$ cat config.mk
export PLATFORM = sky130hd
export DESIGN_NAME = pixel_rotation_forward_map
export DESIGN_NICKNAME = d
export VERILOG_FILES = /design/src/rtl/core/prfm_pkg.sv /design/src/rtl/core/prfm_coord.sv /design/src/rtl/core/pixel_rotation_forward_map.sv
export VERILOG_INCLUDE_DIRS = /design/src /design/src/rtl/core
export SDC_FILE = /design/constraint.sdc
export NUM_CORES = 2
export LEC_CHECK = 0
export ABC_AREA = 1
export BUFFER_PORTS_ARGS = -buffer_cell sky130_fd_sc_hd__clkbuf_2
export CAP_MARGIN = 0
export CORE_UTILIZATION = 55
export DETAILED_ROUTE_END_ITERATION = 6
export GPL_ROUTABILITY_DRIVEN = 0
export PLACE_DENSITY = 0.79
export SETUP_SLACK_MARGIN = 0.15
export SYNTH_ARGS = -nofsm -noshare
export SYNTH_HDL_FRONTEND = slang
export SYNTH_HIERARCHICAL = 1
export SYNTH_SLANG_ARGS = --single-unit
$ cat constraint.sdc
create_clock -name clk -period 19.2 [get_ports clk]
set_input_delay 0.96 -clock clk [delete_from_list [all_inputs] [get_ports clk]]
set_output_delay 0.96 -clock clk [all_outputs]
set_load 0.01 [all_outputs]
$ cat src/rtl/core/pixel_rotation_forward_map_defines.svh
// Assertion helpers shared by the rotation pipeline.
`ifndef PIXEL_ROTATION_FORWARD_MAP_DEFINES_SVH
`define PIXEL_ROTATION_FORWARD_MAP_DEFINES_SVH

// Same-cycle implication, checked out of reset.
`define PRFM_ASSERT_NOW(lbl, ante, cons) \
	lbl: assert property (@(posedge clk) disable iff (!arst_n) (ante) |-> (cons)) \
		else $error("rotation pipeline check failed");

// Next-cycle implication, checked out of reset.
`define PRFM_ASSERT_NEXT(lbl, ante, cons) \
	lbl: assert property (@(posedge clk) disable iff (!arst_n) (ante) |=> (cons)) \
		else $error("rotation pipeline check failed");

`endif

$ cat src/rtl/core/prfm_pkg.sv
package prfm_pkg;
	localparam int FRAC_BITS = 14;
	localparam int MAX_DIM   = 4096;
	localparam int FACTOR_W  = 16;
	localparam int DIM_W     = 13;
	localparam int COORD_W   = 12;
	localparam int CHAN_W    = 8;
	// dx/dy: signed difference of a 12-bit column and a 12-bit center
	localparam int DIFF_W    = COORD_W + 1;
	localparam int PROD_W    = FACTOR_W + DIFF_W;
	localparam int SUM_W     = PROD_W + 2;
	localparam int Q_W       = SUM_W - FRAC_BITS;

	typedef enum logic [1:0] {
		REG_COS    = 2'd0,
		REG_SIN    = 2'd1,
		REG_WIDTH  = 2'd2,
		REG_HEIGHT = 2'd3
	} reg_idx_t;

	// Load strobes of the arithmetic stages.
	typedef struct packed {
		logic ld_s2;
		logic ld_s3;
		logic ld_s4;
	} stage_en_t;
endpackage

$ cat src/rtl/core/prfm_coord.sv
module prfm_coord (
	input  logic                                    clk,
	input  prfm_pkg::stage_en_t                     en,
	input  logic signed [prfm_pkg::FACTOR_W-1:0]    factor_a,
	input  logic signed [prfm_pkg::FACTOR_W-1:0]    factor_b,
	input  logic signed [prfm_pkg::DIFF_W-1:0]      term_a,
	input  logic signed [prfm_pkg::DIFF_W-1:0]      term_b,
	input  logic                                    sub_b,
	input  logic        [prfm_pkg::COORD_W-1:0]     center,
	output logic signed [prfm_pkg::Q_W-1:0]         coord_s4
);
	import prfm_pkg::*;

	localparam int PAD_W = SUM_W - COORD_W - FRAC_BITS;

	logic signed [PROD_W-1:0] prod_a_s2;
	logic signed [PROD_W-1:0] prod_b_s2;
	logic signed [SUM_W-1:0]  sum_s3;
	logic signed [SUM_W-1:0]  sum_d;
	logic signed [SUM_W-1:0]  biased;
	logic signed [SUM_W-1:0]  center_ext;

	// Center offset in the same fixed-point scale as the products.
	assign center_ext = $signed({{PAD_W{1'b0}}, center, {FRAC_BITS{1'b0}}});

	always_comb begin
		if (sub_b) begin
			sum_d = SUM_W'(prod_a_s2) - SUM_W'(prod_b_s2) + center_ext;
		end else begin
			sum_d = SUM_W'(prod_a_s2) + SUM_W'(prod_b_s2) + center_ext;
		end
	end

	// Round toward zero: bias negative sums before the arithmetic shift.
	assign biased = sum_s3[SUM_W-1]
		? sum_s3 + $signed({{(SUM_W-FRAC_BITS){1'b0}}, {FRAC_BITS{1'b1}}})
		: sum_s3;

	always_ff @(posedge clk) begin
		if (en.ld_s2) begin
			prod_a_s2 <= PROD_W'(factor_a) * PROD_W'(term_a);
			prod_b_s2 <= PROD_W'(factor_b) * PROD_W'(term_b);
		end
		if (en.ld_s3) begin
			sum_s3 <= sum_d;
		end
		if (en.ld_s4) begin
			coord_s4 <= biased[SUM_W-1:FRAC_BITS];
		end
	end
endmodule

$ cat src/rtl/core/pixel_rotation_forward_map.sv
// Forward-mapping nearest-neighbor rotation of a pixel stream. Each request
// carries one source pixel (column, row, three 8-bit channels); the block
// rotates its coordinates about the frame center (width/2, height/2) with the
// programmed Q2.14 cosine and sine factors, truncates toward zero, and returns
// the destination column and row with an in-bounds flag. Out-of-frame pixels
// come back with in_bounds low and zero coordinates; channels always pass
// through. Frame sizes above 4096 are clipped to 4096 for the bounds check.
// The pipeline is five register stages deep (difference, multiply, sum,
// truncate, bounds check), and one pixel is taken every clock unless the
// output stalls with all stages full. Each stage keeps its own valid bit and
// fills while the output is stalled, so in_ready drops only once all five
// stages hold data. Program the registers only while no request is in
// flight.
`include "pixel_rotation_forward_map_defines.svh"

module pixel_rotation_forward_map (
	input  logic                                  clk,
	input  logic                                  arst_n,
	input  logic                                  cfg_wen,
	input  prfm_pkg::reg_idx_t                    cfg_idx,
	input  logic [prfm_pkg::FACTOR_W-1:0]         cfg_wdata,
	input  logic                                  in_valid,
	output logic                                  in_ready,
	input  logic [prfm_pkg::COORD_W-1:0]          src_col,
	input  logic [prfm_pkg::COORD_W-1:0]          src_row,
	input  logic [prfm_pkg::CHAN_W-1:0]           channel_0,
	input  logic [prfm_pkg::CHAN_W-1:0]           channel_1,
	input  logic [prfm_pkg::CHAN_W-1:0]           channel_2,
	output logic                                  out_valid,
	input  logic                                  out_ready,
	output logic [prfm_pkg::COORD_W-1:0]          dest_col,
	output logic [prfm_pkg::COORD_W-1:0]          dest_row,
	output logic                                  in_bounds,
	output logic [prfm_pkg::CHAN_W-1:0]           out_channel_0,
	output logic [prfm_pkg::CHAN_W-1:0]           out_channel_1,
	output logic [prfm_pkg::CHAN_W-1:0]           out_channel_2
);
	import prfm_pkg::*;

	localparam int NSTG = 5;
	localparam logic [DIM_W-1:0] DIM_LIMIT = DIM_W'(MAX_DIM);

	// Configuration registers.
	logic signed [FACTOR_W-1:0] cos_q;
	logic signed [FACTOR_W-1:0] sin_q;
	logic [DIM_W-1:0]           width_q;
	logic [DIM_W-1:0]           height_q;

	// Pipeline control: valid per stage, load when the stage is empty or drains.
	logic [NSTG-1:0] vld;
	logic [NSTG:0]   ld;
	stage_en_t       en;

	// Stage 1: offsets from the center.
	logic signed [DIFF_W-1:0] dx_s1;
	logic signed [DIFF_W-1:0] dy_s1;

	// Channels ride along with the coordinates.
	logic [CHAN_W-1:0] ch0_s1, ch0_s2, ch0_s3, ch0_s4;
	logic [CHAN_W-1:0] ch1_s1, ch1_s2, ch1_s3, ch1_s4;
	logic [CHAN_W-1:0] ch2_s1, ch2_s2, ch2_s3, ch2_s4;

	logic [COORD_W-1:0] cx;
	logic [COORD_W-1:0] cy;
	logic [DIM_W-1:0]   w_lim;
	logic [DIM_W-1:0]   h_lim;

	logic signed [Q_W-1:0] qx_s4;
	logic signed [Q_W-1:0] qy_s4;
	logic                  ok;

	// Output stage (stage 5).
	logic [COORD_W-1:0] dest_col_s5;
	logic [COORD_W-1:0] dest_row_s5;
	logic               in_bounds_s5;
	logic [CHAN_W-1:0]  ch0_s5;
	logic [CHAN_W-1:0]  ch1_s5;
	logic [CHAN_W-1:0]  ch2_s5;

	// Register writes; width and height keep their low 13 bits.
	always_ff @(posedge clk or negedge arst_n) begin
		if (!arst_n) begin
			cos_q    <= FACTOR_W'(1 << FRAC_BITS);
			sin_q    <= '0;
			width_q  <= DIM_W'(640);
			height_q <= DIM_W'(480);
		end else if (cfg_wen) begin
			unique case (cfg_idx)
				REG_COS:    cos_q    <= cfg_wdata;
				REG_SIN:    sin_q    <= cfg_wdata;
				REG_WIDTH:  width_q  <= cfg_wdata[DIM_W-1:0];
				REG_HEIGHT: height_q <= cfg_wdata[DIM_W-1:0];
			endcase
		end
	end

	assign cx = width_q[DIM_W-1:1];
	assign cy = height_q[DIM_W-1:1];
	// Clip oversized frames for the bounds check.
	assign w_lim = (width_q > DIM_LIMIT) ? DIM_LIMIT : width_q;
	assign h_lim = (height_q > DIM_LIMIT) ? DIM_LIMIT : height_q;

	// Ready ripples back from the output: a stage loads when it is empty or
	// when the stage after it loads in the same cycle.
	always_comb begin
		ld[NSTG] = out_ready;
		for (int k = NSTG - 1; k >= 0; k--) begin
			ld[k] = !vld[k] || ld[k+1];
		end
	end

	assign in_ready = ld[0];
	assign en.ld_s2 = ld[1];
	assign en.ld_s3 = ld[2];
	assign en.ld_s4 = ld[3];

	always_ff @(posedge clk or negedge arst_n) begin
		if (!arst_n) begin
			vld <= '0;
		end else begin
			if (ld[0]) begin
				vld[0] <= in_valid;
			end
			for (int k = 1; k < NSTG; k++) begin
				if (ld[k]) begin
					vld[k] <= vld[k-1];
				end
			end
		end
	end

	// Stage 1: take the request and form the signed center offsets.
	always_ff @(posedge clk) begin
		if (ld[0]) begin
			dx_s1  <= $signed({1'b0, src_col}) - $signed({1'b0, cx});
			dy_s1  <= $signed({1'b0, src_row}) - $signed({1'b0, cy});
			ch0_s1 <= channel_0;
			ch1_s1 <= channel_1;
			ch2_s1 <= channel_2;
		end
	end

	// Stages 2 to 4 for X: cos*dx - sin*dy + cx, truncated toward zero.
	prfm_coord u_coord_x (
		.clk      (clk),
		.en       (en),
		.factor_a (cos_q),
		.factor_b (sin_q),
		.term_a   (dx_s1),
		.term_b   (dy_s1),
		.sub_b    (1'b1),
		.center   (cx),
		.coord_s4 (qx_s4)
	);

	// Stages 2 to 4 for Y: sin*dx + cos*dy + cy, truncated toward zero.
	prfm_coord u_coord_y (
		.clk      (clk),
		.en       (en),
		.factor_a (sin_q),
		.factor_b (cos_q),
		.term_a   (dx_s1),
		.term_b   (dy_s1),
		.sub_b    (1'b0),
		.center   (cy),
		.coord_s4 (qy_s4)
	);

	// Advance the channels alongside the arithmetic stages.
	always_ff @(posedge clk) begin
		if (ld[1]) begin
			ch0_s2 <= ch0_s1;
			ch1_s2 <= ch1_s1;
			ch2_s2 <= ch2_s1;
		end
		if (ld[2]) begin
			ch0_s3 <= ch0_s2;
			ch1_s3 <= ch1_s2;
			ch2_s3 <= ch2_s2;
		end
		if (ld[3]) begin
			ch0_s4 <= ch0_s3;
			ch1_s4 <= ch1_s3;
			ch2_s4 <= ch2_s3;
		end
	end

	// Stage 5: bounds check; a dropped pixel reports zero coordinates.
	assign ok = !qx_s4[Q_W-1] && (qx_s4[Q_W-2:0] < (Q_W-1)'(w_lim))
		&& !qy_s4[Q_W-1] && (qy_s4[Q_W-2:0] < (Q_W-1)'(h_lim));

	always_ff @(posedge clk) begin
		if (ld[4]) begin
			dest_col_s5  <= ok ? qx_s4[COORD_W-1:0] : '0;
			dest_row_s5  <= ok ? qy_s4[COORD_W-1:0] : '0;
			in_bounds_s5 <= ok;
			ch0_s5       <= ch0_s4;
			ch1_s5       <= ch1_s4;
			ch2_s5       <= ch2_s4;
		end
	end

	assign out_valid     = vld[NSTG-1];
	assign dest_col      = dest_col_s5;
	assign dest_row      = dest_row_s5;
	assign in_bounds     = in_bounds_s5;
	assign out_channel_0 = ch0_s5;
	assign out_channel_1 = ch1_s5;
	assign out_channel_2 = ch2_s5;

	// A dropped pixel never carries coordinates.
	`PRFM_ASSERT_NOW(a_drop_zero, out_valid && !in_bounds, dest_col == '0 && dest_row == '0)
	// An accepted pixel lands in the first stage.
	`PRFM_ASSERT_NEXT(a_accept_s1, in_valid && in_ready, vld[0])
	// Back-pressure reaches the input only when every stage is full.
	`PRFM_ASSERT_NOW(a_stall_full, !in_ready, vld == {NSTG{1'b1}} && !out_ready)
	// A reported destination lies inside the clipped frame.
	`PRFM_ASSERT_NOW(a_col_in_frame, out_valid && in_bounds, ({1'b0, dest_col} < w_lim))
	`PRFM_ASSERT_NOW(a_row_in_frame, out_valid && in_bounds, ({1'b0, dest_row} < h_lim))
endmodule
### Word-level counts from Yosys, hierarchy flattened

Cells that the tools add are included.

* flip-flop bits (word level): 446
* output and inout port bits: 51
* logic and storage cells: 82

* add/sub/neg operators: 8
* $mul: 4
* magnitude comparators: 4
* eq/ne operators: 3
* mux-type cells: 4
* reduce and logical (&&, ||, !) cells: 20

Operators by type and width (number)
* $mul A16 B13 Y29: 4
* $add A31 B15 Y31 const B: 2
* $add A31 B27 Y31: 2
* $mux W30: 2
* $lt A16 B13 Y1: 2
* $add A29 B29 Y30: 1
* $sub A29 B29 Y30: 1
* $gt A13 B13 Y1 const B: 2
* $mux W13: 2
* $sub A12 B12 Y13: 2
* $reduce_and A2 Y1: 4
* $logic_not A1 Y1: 7
* $logic_or A1 B1 Y1: 5
* $eq A2 B2 Y1 const B: 2
* $logic_and A1 B1 Y1: 3
* $eq A2 B1 Y1 const B: 1
* $logic_not A2 Y1: 1

### Logic depth before layout (Yosys ltp)

* word-level depth: 6
* depth in mapped cells: 26
* depth with buffers taken out: 24

### Modules after synthesis

The synthesis kept the hierarchy.

Modules (own cells, without submodules)
* prfm_coord at u_coord_x: instances 1, cells an instance 3341, area each 25339.3 um^2, sequential area each 3183.1 um^2
* prfm_coord at u_coord_y: instances 1, cells an instance 3329, area each 25293.0 um^2, sequential area each 3183.1 um^2
* pixel_rotation_forward_map: instances 1, cells an instance 748, area each 9531.6 um^2, sequential area each 6720.2 um^2

### Worst setup path after synthesis

OpenSTA, ideal clock, no wires.

* path type: input to register
* start: input out_ready
* end: register ch0_s2[0] (enable)
* arrival: 8078 ps
* data required time: 18707 ps
* slack: 10629 ps
* cell stages on the path: 8
* cells stage by stage: nor2_1 inv_1 nor2_1 inv_1 nor2_1 inv_1 nor2_1 inv_1

RTL lines
* start, declared: RTL line pixel_rotation_forward_map.sv:30 `input logic out_ready,`
* end signal, assigned: RTL line pixel_rotation_forward_map.sv:172 `ch0_s2 <= ch0_s1;`
* end, declared: RTL line pixel_rotation_forward_map.sv:59 `logic [CHAN_W-1:0] ch0_s1, ch0_s2, ch0_s3, ch0_s4;`

### Final worst setup path

* start: register sin_q[15]
* end: register u_coord_y.prod_a_s2[26], data pin

* cells in the longest elaborated chain, start to end: 1

RTL lines
* start, declared: RTL line pixel_rotation_forward_map.sv:45 `logic signed [FACTOR_W-1:0] sin_q;`
* start signal, assigned: RTL line pixel_rotation_forward_map.sv:90 `REG_SIN: sin_q <= cfg_wdata;`
* $mul A16 B13 Y29: RTL line prfm_coord.sv:41 `prod_a_s2 <= PROD_W'(factor_a) * PROD_W'(term_a);`
* end signal, assigned: RTL line prfm_coord.sv:41
* end, declared: RTL line prfm_coord.sv:16 `logic signed [PROD_W-1:0] prod_a_s2;`

Every way passes these cells.
A chain may end at the register's enable or synchronous reset.

==> metrics <==
status finished with violations; violated checks design-rule violations; Synth Flop Type edfxtp_1; Max-slew headroom 11.0%; wl on met1 roughly 65000 µm; via density per instance 5.52; final worst hold slack 0.414 ns; routed wire length 165000 µm; commonest cells after routing, fill and taps aside nand2_1, inv_1, fa_1; WL per Instance 18.5 µm; Total GRT Usage 29.9%; Setup WS pre-CTS roughly 13 ns; compound-cell area share of the yosys netlist 4.66%; CTS tree yes; first-pass GRT wire length around 260000 µm; Final min period 6.71 ns; Worst Path Arrival between 7 and 8 ns; worst setup path class flip-flop to flip-flop; maxcap violations 0; fmax 149 MHz; Worst Setup End Kind flip-flop; Synth Register Bits approximately 450; vias in the first global route roughly 49000; Max Clock Skew 0.0573 ns; largest family of logic cells by synthesized area adder cells; CTS root buffer clkbuf_16; post-synthesis average cell area 8.11 µm²; clock-pin slew on the worst setup and hold paths ~0.07 ns; Fin. Hold Viols 0; top routing layer used met4; die width 333 µm; CTS Buf Count 48; total number of vias between 40000 and 50000; core area 0.108 mm²; DIE AREA approximately 0.11 mm²; post-synthesis mux area share 0%; pin count of the biggest net entering global routing 74; CTS sink count 446; drc violations 2; RR Startpoint sin_q[15]$_DFFE_PN0P_; Setup crit start kind flip-flop; Routed Antenna Nets 0; worst slew pin tran between 1 and 1.5 ns; Pre-antenna DRT Iters 7; Std-Cell Rows 120; cell area after synthesis 0.0602 mm²; Final setup viols 0; I/O pin total around 120; Synth warnings 6; Starting DRT DRC Count 4834; hold path startpoint ch1_s1[4]$_DFFE_PP_; metal3 WL 17600 µm; Post-CTS Resized 0; reg2reg setup slack roughly 12 ns; IO buf count 121; fin crit share 35.0%; Synth Area in Simple Gates between 10% and 20%; Fin Setup TNS 0 ns; post-synthesis sequential area ratio between 20% and 30%; die height 333 µm; Synth-to-Final Area Change 6.11%; met2 WL 72800 µm; grt ovf 0; syn_nets 8847; RSZ-0062 raised after global routing false; Crit. Startpoint sin_q[15]$_DFFE_PN0P_; Synth Area in XOR/XNOR 2.24%; fin nets 8883; FFs w/ async S/R, synth 14.1%; layout cells sized above 1 5.23%; synth unique cells between 50 and 60; Starting Density 55.8%; antenna violations before repair 1; DP Wirelength 131000 µm; Slew Viols, Final 0; Cells after Synth 7418; Synth Area in Adders approximately 39%; Layout Utilization roughly three fifths; latest clock arrival within the worst-skew pair roughly 0.64 ns; Crit Path Max Fanout 27; commonest non-fill, non-tap cell in the layout nand2_1; Hold Buf Count CTS 0; number of flops mapped to enable cells by yosys roughly 380; post-CTS setup repair buffer count 0; required time of the critical path 19.60 ns; setup ws final 12.49 ns; H-Tree Depth 2; worst min path class flip-flop to flip-flop; clk buf depth 3
==> cell usage after synthesis (3+ instances only) <==
cell type,instances,area (µm²)
nand2b_1,8,50.1
a21oi_1,247,1240
nand4_1,67,419
dfrtp_1,56,1400
nand2_2,22,138
nand3_1,240,1200
dfstp_2,7,184
a211oi_1,3,22.5
a21o_1,11,82.6
or2_2,20,125
ha_1,524,6560
nor3_2,5,50.1
xor2_1,104,911
inv_2,10,37.5
edfxtp_1,383,11500
o211ai_1,5,37.5
nand2_1,1999,7500
o21ai_2,5,43.8
a31oi_1,7,43.8
buf_2,7,35.0
o21ai_1,15,75.1
fa_1,834,16700
clkinv_1,3,11.3
buf_1,20,75.1
a21boi_2,3,33.8
o21bai_1,25,188
o21ai_0,185,926
clkbuf_1,157,589
inv_1,1895,7110
a21oi_2,5,43.8
nand3b_1,30,225
nor2_2,45,282
and2_1,7,43.8
or2_1,6,37.5
nor3_1,26,130
nand3_2,11,110
nor4_1,18,113
xnor2_1,50,438
nor2_1,329,1230
==> flip-flops by register name (all words and copies together) (netlist names), 13 cells and up <==
register             flops
u_coord_x/coord_s4      17
u_coord_y/coord_s4      17
u_coord_y/prod_a_s2     29
dy_s1                   13
u_coord_x/prod_b_s2     29
sin_q                   16
u_coord_y/prod_b_s2     29
width_q                 13
u_coord_x/prod_a_s2     29
dx_s1                   13
u_coord_x/sum_s3        31
height_q                13
cos_q                   16
u_coord_y/sum_s3        31
==> metal layers <==
layer  up-vias  GRT usage, %
met5         -             0
met4         0          15.4
met3       539          6.16
met2      2734          47.0
met1     23532          39.2
li1      22287             -
==> final timing paths <==
path | endpoint | cells past startpoint
min | ch1_s2[4]$_DFFE_PP_ | 0
max | u_coord_y/prod_a_s2[26]$_DFFE_PP_ | 18
min reg2reg | ch1_s2[4]$_DFFE_PP_ | 0
max in group asynchronous | width_q[2]$_DFFE_PN0P_ | 1
max reg2reg | u_coord_y/prod_a_s2[26]$_DFFE_PP_ | 18
min in group asynchronous | vld[4]$_DFFE_PN0P_ | 1
==> worst max-delay path, cell delays in order, from the launching register on <==
cell and delay, ns:
dfrtp_1 0.91, nand2_1 0.31, fa_1 0.61, inv_1 0.14, fa_1 0.62, inv_1 0.10
fa_1 0.48, inv_1 0.05, fa_1 0.47, inv_1 0.05, fa_1 0.49, inv_1 0.04
ha_1 0.28, ha_1 0.42, nand2_1 0.15, nor4_1 0.72, o211ai_1 0.37, nand4_1 0.21
nand2_1 0.07
==> cell families (layout without fill, tap and decap cells) <==
group,Yosys count,count (layout)
other,2,4
XOR/XNOR,154,154
AO/OA/AOI/OAI,519,519
adder cells (fa/ha/maj),1358,1358
AND/OR/NAND/NOR,2843,2843
flip-flops,446,446
buffers and inverters,2096,2171
==> layout make-up <==
class / instances / area (µm²)
Multi-Input combinational cell: 4876 / 39200
Clock inverter: 31 / 402
Sequential cell: 446 / 13100
Inverter: 1908 / 7170
Timing Repair Buffer: 174 / 1010
Clock buffer: 58 / 1240
Antenna cell: 2 / 5.00
Fill cell: 9159 / 44000
Tap cell: 1403 / 1760
==> through the flow <==
stage                     cells  instance area [µm²]
final                      8898                63800
after global routing       8896                63800
after CTS                  8896                63800
after detailed placement   8807                62200
after global placement     8807                62200
after floorplan            7418                60200
Power is not shown: default switching activity piles up to over one toggle a cycle in this logic, so the estimate is an artifact.
